[src/design/sdma_pkg.sv]
`default_nettype none
package sdma_pkg;

    // Address and length register width
    localparam int ADDR_W = 20;

    // Request codes
    typedef enum logic [1:0] {
        REQ_TICK  = 2'd0,
        REQ_WRITE = 2'd1,
        REQ_READ  = 2'd2
    } req_type_t;

    // Register ports
    localparam logic [7:0] PORT_SRC_LO  = 8'h4A;
    localparam logic [7:0] PORT_SRC_MID = 8'h4B;
    localparam logic [7:0] PORT_SRC_HI  = 8'h4C;
    localparam logic [7:0] PORT_LEN_LO  = 8'h4E;
    localparam logic [7:0] PORT_LEN_MID = 8'h4F;
    localparam logic [7:0] PORT_LEN_HI  = 8'h50;
    localparam logic [7:0] PORT_CTL     = 8'h52;

    // Control byte bits
    localparam int CTL_ENABLE_BIT = 7;
    localparam int CTL_DOWN_BIT   = 6;
    localparam int CTL_HYPER_BIT  = 4;
    localparam int CTL_RELOAD_BIT = 3;
    localparam logic [7:0] CTL_WRITE_MASK = 8'hDF;

    typedef struct packed {
        logic [1:0] req_type;
        logic [7:0] reg_port;
        logic [7:0] write_value;
    } req_item_t;

    typedef struct packed {
        logic [7:0]        read_data;
        logic              fetch_valid;
        logic [ADDR_W-1:0] fetch_address;
        logic              fetch_target;
        logic              channel_active;
    } rsp_item_t;

    // Pacing timer load value after a fetch, by rate code
    function automatic logic [2:0] rate_reload(input logic [1:0] rate);
        logic [2:0] val;
        case (rate)
            2'd0:    val = 3'd5;
            2'd1:    val = 3'd3;
            2'd2:    val = 3'd1;
            default: val = 3'd0;
        endcase
        return val;
    endfunction

endpackage
`default_nettype wire

[src/design/sdma_in_stage.sv]
`default_nettype none
module sdma_in_stage (
    input  wire                 clk,
    input  wire                 rst_n,
    input  wire                 req_valid,
    output logic                req_stall,
    input  sdma_pkg::req_item_t req_item,
    input  wire                 advance,
    output logic                held_valid,
    output sdma_pkg::req_item_t held_item
);
    import sdma_pkg::*;

    logic      vld_reg, vld_next;
    req_item_t item_reg;
    logic      accept;

    // Stall only when a held transaction cannot move on this cycle
    assign req_stall = vld_reg && !advance;
    assign accept    = req_valid && !req_stall;

    always_comb
    begin
        vld_next = vld_reg;
        if (accept)
            vld_next = 1'b1;
        else if (advance)
            vld_next = 1'b0;
    end

    always_ff @(posedge clk or negedge rst_n)
    begin
        if (!rst_n)
            vld_reg <= 1'b0;
        else
            vld_reg <= vld_next;
    end

    // Payload capture
    always_ff @(posedge clk)
    begin
        if (accept)
            item_reg <= req_item;
    end

    assign held_valid = vld_reg;
    assign held_item  = item_reg;
endmodule
`default_nettype wire

[src/design/sdma_core.sv]
`default_nettype none
module sdma_core (
    input  wire                 clk,
    input  wire                 rst_n,
    input  wire                 advance,
    input  sdma_pkg::req_item_t item,
    output sdma_pkg::rsp_item_t result
);
    import sdma_pkg::*;

    logic [ADDR_W-1:0] src_reg, src_next;
    logic [ADDR_W-1:0] src_rld_reg, src_rld_next;
    logic [ADDR_W-1:0] len_reg, len_next;
    logic [ADDR_W-1:0] len_rld_reg, len_rld_next;
    logic [7:0]        ctl_reg, ctl_next;
    logic [2:0]        timer_reg, timer_next;

    logic [ADDR_W-1:0] len_dec;
    logic [7:0]        rd;
    logic              fv, ft;
    logic [ADDR_W-1:0] fa;

    assign len_dec = len_reg - 1'b1;

    // Next state and result for one transaction
    always_comb
    begin
        src_next     = src_reg;
        src_rld_next = src_rld_reg;
        len_next     = len_reg;
        len_rld_next = len_rld_reg;
        ctl_next     = ctl_reg;
        timer_next   = timer_reg;
        rd = 8'h00;
        fv = 1'b0;
        fa = '0;
        ft = 1'b0;
        case (item.req_type)
            REQ_WRITE:
            begin
                case (item.reg_port)
                    PORT_SRC_LO:
                    begin
                        src_next     = {src_reg[19:8], item.write_value};
                        src_rld_next = src_next;
                    end
                    PORT_SRC_MID:
                    begin
                        src_next     = {src_reg[19:16], item.write_value, src_reg[7:0]};
                        src_rld_next = src_next;
                    end
                    PORT_SRC_HI:
                    begin
                        src_next     = {item.write_value[3:0], src_reg[15:0]};
                        src_rld_next = src_next;
                    end
                    PORT_LEN_LO:
                    begin
                        len_next     = {len_reg[19:8], item.write_value};
                        len_rld_next = len_next;
                    end
                    PORT_LEN_MID:
                    begin
                        len_next     = {len_reg[19:16], item.write_value, len_reg[7:0]};
                        len_rld_next = len_next;
                    end
                    PORT_LEN_HI:
                    begin
                        len_next     = {item.write_value[3:0], len_reg[15:0]};
                        len_rld_next = len_next;
                    end
                    PORT_CTL:
                        ctl_next = item.write_value & CTL_WRITE_MASK;
                    default: ;
                endcase
            end
            REQ_READ:
            begin
                case (item.reg_port)
                    PORT_SRC_LO:  rd = src_reg[7:0];
                    PORT_SRC_MID: rd = src_reg[15:8];
                    PORT_SRC_HI:  rd = {4'h0, src_reg[19:16]};
                    PORT_LEN_LO:  rd = len_reg[7:0];
                    PORT_LEN_MID: rd = len_reg[15:8];
                    PORT_LEN_HI:  rd = {4'h0, len_reg[19:16]};
                    PORT_CTL:     rd = ctl_reg;
                    default:      rd = 8'h00;
                endcase
            end
            REQ_TICK:
            begin
                if (ctl_reg[CTL_ENABLE_BIT])
                begin
                    if (timer_reg == 3'd0)
                    begin
                        // Fetch one byte, step source, count length; at the end reload or stop
                        fv = 1'b1;
                        fa = src_reg;
                        ft = ctl_reg[CTL_HYPER_BIT];
                        if (ctl_reg[CTL_DOWN_BIT])
                            src_next = src_reg - 1'b1;
                        else
                            src_next = src_reg + 1'b1;
                        len_next = len_dec;
                        if (len_dec == '0)
                        begin
                            if (ctl_reg[CTL_RELOAD_BIT])
                            begin
                                len_next = len_rld_reg;
                                src_next = src_rld_reg;
                            end
                            else
                                ctl_next[CTL_ENABLE_BIT] = 1'b0;
                        end
                        timer_next = rate_reload(ctl_reg[1:0]);
                    end
                    else
                        timer_next = timer_reg - 1'b1;
                end
            end
            default: ;
        endcase
    end

    always_ff @(posedge clk or negedge rst_n)
    begin
        if (!rst_n)
        begin
            src_reg     <= '0;
            src_rld_reg <= '0;
            len_reg     <= '0;
            len_rld_reg <= '0;
            ctl_reg     <= 8'h00;
            timer_reg   <= 3'd0;
        end
        else if (advance)
        begin
            src_reg     <= src_next;
            src_rld_reg <= src_rld_next;
            len_reg     <= len_next;
            len_rld_reg <= len_rld_next;
            ctl_reg     <= ctl_next;
            timer_reg   <= timer_next;
        end
    end

    assign result.read_data      = rd;
    assign result.fetch_valid    = fv;
    assign result.fetch_address  = fa;
    assign result.fetch_target   = ft;
    assign result.channel_active = ctl_next[CTL_ENABLE_BIT];
endmodule
`default_nettype wire

[src/design/sdma_out_stage.sv]
`default_nettype none
module sdma_out_stage (
    input  wire                 clk,
    input  wire                 rst_n,
    input  wire                 load,
    input  sdma_pkg::rsp_item_t result,
    output logic                rsp_valid,
    input  wire                 rsp_stall,
    output sdma_pkg::rsp_item_t rsp_item
);
    import sdma_pkg::*;

    logic      vld_reg, vld_next;
    rsp_item_t item_reg;

    // Hold until the consumer takes the transaction
    always_comb
    begin
        vld_next = vld_reg;
        if (load)
            vld_next = 1'b1;
        else if (!rsp_stall)
            vld_next = 1'b0;
    end

    always_ff @(posedge clk or negedge rst_n)
    begin
        if (!rst_n)
            vld_reg <= 1'b0;
        else
            vld_reg <= vld_next;
    end

    always_ff @(posedge clk)
    begin
        if (load)
            item_reg <= result;
    end

    assign rsp_valid = vld_reg;
    assign rsp_item  = item_reg;
endmodule
`default_nettype wire

[src/design/sound_sample_dma_channel.sv]
`default_nettype none
// Channel | Handshake           | Payload
// req     | req_valid/req_stall | req_item (req_type, reg_port, write_value)
// rsp     | rsp_valid/rsp_stall | rsp_item (read_data, fetch_*, channel_active)
//
// One transaction per cycle sustained while rsp is not stalled; a transaction
// passes the input register, then register update logic into the result register,
// before rsp_valid rises for it.
// Reset (async, active low) clears all channel registers and the valid flags of both stages.
// A stall on rsp holds the result; req stalls only when the input register
// holds a transaction that cannot move into the occupied result register.
module sound_sample_dma_channel (
    input  wire                 clk,
    input  wire                 rst_n,
    input  wire                 req_valid,
    output logic                req_stall,
    input  sdma_pkg::req_item_t req_item,
    output logic                rsp_valid,
    input  wire                 rsp_stall,
    output sdma_pkg::rsp_item_t rsp_item
);
    import sdma_pkg::*;

    logic      held_valid;
    req_item_t held_item;
    rsp_item_t result;
    logic      advance;

    // Move the held transaction when the result register is free or draining
    assign advance = held_valid && (!rsp_valid || !rsp_stall);

    sdma_in_stage u_in (
        .clk        (clk),
        .rst_n      (rst_n),
        .req_valid  (req_valid),
        .req_stall  (req_stall),
        .req_item   (req_item),
        .advance    (advance),
        .held_valid (held_valid),
        .held_item  (held_item)
    );

    sdma_core u_core (
        .clk     (clk),
        .rst_n   (rst_n),
        .advance (advance),
        .item    (held_item),
        .result  (result)
    );

    sdma_out_stage u_out (
        .clk       (clk),
        .rst_n     (rst_n),
        .load      (advance),
        .result    (result),
        .rsp_valid (rsp_valid),
        .rsp_stall (rsp_stall),
        .rsp_item  (rsp_item)
    );
endmodule
`default_nettype wire
[config.mk]
export PLATFORM = sky130hd
export DESIGN_NAME = sound_sample_dma_channel
export DESIGN_NICKNAME = d
export VERILOG_FILES = /design/src/design/sdma_pkg.sv /design/src/design/sdma_in_stage.sv /design/src/design/sdma_core.sv /design/src/design/sdma_out_stage.sv /design/src/design/sound_sample_dma_channel.sv
export SDC_FILE = /design/constraint.sdc
export NUM_CORES = 1
export LEC_CHECK = 0
export BUFFER_PORTS_ARGS = -buffer_cell sky130_fd_sc_hd__buf_2
export CORE_MARGIN = 8
export CORE_UTILIZATION = 42
export CTS_CLUSTER_DIAMETER = 80
export DETAILED_ROUTE_END_ITERATION = 10
export REMOVE_ABC_BUFFERS = 1
export SETUP_SLACK_MARGIN = 0.3
export SLEW_MARGIN = 20
export SYNTH_ARGS = -nofsm -noshare
export SYNTH_HDL_FRONTEND = slang
export SYNTH_SLANG_ARGS = --single-unit
[constraint.sdc]
create_clock -name clk -period 3.3 [get_ports clk]
set_clock_uncertainty 0.05 [all_clocks]
set_input_delay 0.33 -clock clk [delete_from_list [all_inputs] [get_ports clk]]
set_output_delay 0.33 -clock clk [all_outputs]
set_load 0.05 [all_outputs]
==> metrics.md <==
| Metric | Value |
|---|---|
| CP startpoint | u_core.len_reg[1] |
| Rows | 51 |
| Minimum clock period | 3.08 ns |
| Share of layout cells above drive strength 1 | 21.1% |
| Worst-skew pair later-pin latency | 0.43 ns |
| Routed WL | 23900 microns |
| CTS root buf | clkbuf_16 |
| Rel. slew slack | 47.5% |
| Total internal power | 4060 uW |
| Clock Sinks | 141 |
| DRC Markers | 0 |
| RR Endpoint | u_out.rsp_item[0] |
| WL/cell | 19.4 microns |
| RSZ-0062 raised after global routing | true |
| Worst setup SP type | flip-flop |
| Via count | 7054 |
| Max Clock Freq | 324 MHz |
| Layout Cells excl Fill | 1234 |
| Status | complete, no violations |
| Die height | 156 microns |
| Post-Syn Instances | 880 |
| Area after DPL | 0.00895 sq mm |
| Gr ovfl total | 0 |
| Ports | 55 |
| First-pass iteration count of the detailed router | 6 |
| Power share of the clock group | 30.3% |
| Endpoints failing setup | 0 |
| CTS tree | built |
| Post-layout util | 51.3% |
| CTS H-tree depth | 4 |
| Post-synth EDFFs | 49 |
| Post-DP HPWL | 16000 microns |
| Synth warn | 0 |
| Critical Path AT | 3.22 ns |
| Comb power frac | 33.4% |
| Reg2Reg Depth | 11 |
| # placed instances | 1185 |
| VDD IR max | 0.405 mV |
| NetSw | 2240 uW |
| Worst r2r src | u_core.len_reg[1] |
| Initial antenna violation count | 0 |
| Ys flop type | dfrtp_1 |
| Register area share after synthesis | 46.0% |
| Final ANT Viol Nets | 0 |
| Slew Limit Fails | 0 |
| Core footprint | 0.0193 sq mm |
| Power density over cell area | 636 mW/mm^2 |
| Initial Utilization | 42.4% |
| Worst-path clk slew | 0.06 ns |
| CP endpoint kind | flip-flop |
| Vias per cell | 5.72 |
| Post-synthesis cell type count | 67 |
| Lkg Pwr | 0.00414 uW |
| First-pass GRT wire length | 37800 microns |
| Critical path class | flip-flop to flip-flop |
| Sequential share of power | 36.2% |
| Hold Path Sink | u_in.held_item[2] |
| Fin worst setup slack | 0.215 ns |
| Post-synthesis register bit count | 141 |
| Nets@finish | 1001 |
| Max Cap Viol | 0 |
| Pre-CTS WS | 0.0132 ns |
| Port Buf Inserts | 54 |
| Crit path max fanout | 5 |
| Hold path cells | 1 |
| Fraction of registers with async set or reset after synthesis | 65.2% |
| Switch share | 35.6% |
| Layout area overhead | 20.8% |
| Iteration-0 DRC Markers | 639 |
| Final GP Congestion | 0.937 |
| Worst-case clock buffer depth | 2 |
| Netlist Area Pre-Place | 0.00820 sq mm |
| Design Area, Final | 0.00991 sq mm |
| Hold Crit Start | req_item[2] |
| Avg Cell Area, Syn | 9.32 sq um |
| Max FFs per register | 31 |
| N_diodes | 0 |
| FF-to-FF setup slack | 0.22 ns |
| CTS buffer count | 17 |
| Final worst path period share | 93.5% |
| Largest net degree at the start of global routing | 54 |
| Total track usage | 20.0% |
| Vias in the first global route | 6774 |
| Die Area | 0.0243 sq mm |
| Critical path required time | 3.43 ns |
| Die W | 156 microns |
| Worst hold path class | input port to flip-flop |
| Worst-Margin Slew | 0.785 ns |
| Hold Fails Final Rpt | 0 |
-- power groups by stage --
stage | clock (uW) | sequential [uW] | combinational [uW]
6_report | 1910 | 2280 | 2110
3_3_place_gp | 0 | 2300 | 1850
4_1_cts | 1940 | 2270 | 1960
2_1_floorplan | 0 | 2320 | 1200
5_1_grt | 2020 | 2300 | 2310
3_5_place_dp | 0 | 2300 | 1860
-- repair_timing --
item,CTS,global route
hold buffers,1,0
cloned,2,0
buffers inserted,7,7
pin swaps,20,11
endpoints found under the setup margin,40,42
hold endpoints to repair,39,0
gates resized for setup,33,11
-- worst max path at each step --
stage | slack [ns] | to | depth (start not counted)
finish | 0.22 | u_out.rsp_item[0] | 11
global route | 0.11 | u_out.rsp_item[0] | 11
CTS | 0.21 | u_out.rsp_item[0] | 11
detailed placement | 0.01 | u_core.src_reg[5] | 13
global placement | 0.05 | u_core.src_reg[5] | 13
floorplan | -1.17 | u_core.src_rld_reg[10] | 6
-- per-stage QoR --
stage	total power (uW)	hold slack [ns]	setup TNS, ns
2_1_floorplan	3530	-0.0156	-33.55
3_3_place_gp	4140	0.325	0
3_5_place_dp	4160	0.321	0
4_1_cts	6180	0.0104	0
5_1_grt	6630	0.00403	0
6_report	6300	0.0207	0
-- cell type report --
type / instances / area [sq um]
Clock buffer: 21 / 483
Clock inverter: 11 / 101
Timing Repair Buffer: 120 / 881
Sequential cell: 141 / 3770
Fill cell: 1786 / 9420
Multi-Input combinational cell: 656 / 4260
Inverter: 20 / 75.1
Tap cell: 265 / 332
-- placed cells by master (no fill, tap or decap), types with 14 or more instances in the layout --
cell type	count
mux2i_1	43
a31oi_1	31
nand2_1	86
o21ai_0	31
and2_1	26
o31ai_1	17
a211oi_1	16
inv_1	18
clkbuf_16	19
a22oi_1	14
xor2_1	15
ha_1	20
buf_4	57
nor2_1	96
dfrtp_1	91
a21oi_1	82
edfxtp_1	49
nor3_1	18
buf_2	53
-- Yosys cell counts, drive strengths merged, types with 17 or more instances --
library cell | n | area, sq um
nor2 | 100 | 378
dfrtp | 92 | 2300
nand2 | 86 | 323
a21oi | 85 | 425
clkbuf | 49 | 184
edfxtp | 49 | 1470
mux2i | 43 | 430
o21ai | 38 | 190
a31oi | 33 | 206
and2 | 26 | 163
ha | 22 | 275
a211oi | 20 | 150
inv | 20 | 75.1
nor3 | 20 | 100
o31ai | 17 | 128
-- per-layer routing --
layer / GRT usage, % / vias up / share of wire [%]
li1: - / 3367 / -
met3: 4.10 / 47 / 4.9
met1: 25.7 / 3438 / 45
met5: 0 / - / 0
met2: 32.5 / 202 / 47
met4: 7.81 / 0 / 2.7
-- worst max-delay path: stages (launching register included) --
cell      delay [ns]
dfrtp_1         0.41
inv_2           0.09
ha_4            0.13
or3b_4          0.38
or3_4           0.38
buf_6           0.14
o41ai_2         0.19
a22o_1          0.19
nand4_1         0.14
nand3b_1        0.20
a32o_2          0.28
mux2_2          0.26
-- cells by family after synthesis --
logic type	after synthesis	share of synthesized area, %
and+or+nand+nor	297	16.9
AOI/OAI and AO/OA	257	19.8
DFF	141	46.0
buffers and inverters	83	4.33
muxes	51	6.35
xor gates and xnor gates	28	2.99
adders and majority gates	23	3.60
(Power assumes the default switching activity.)
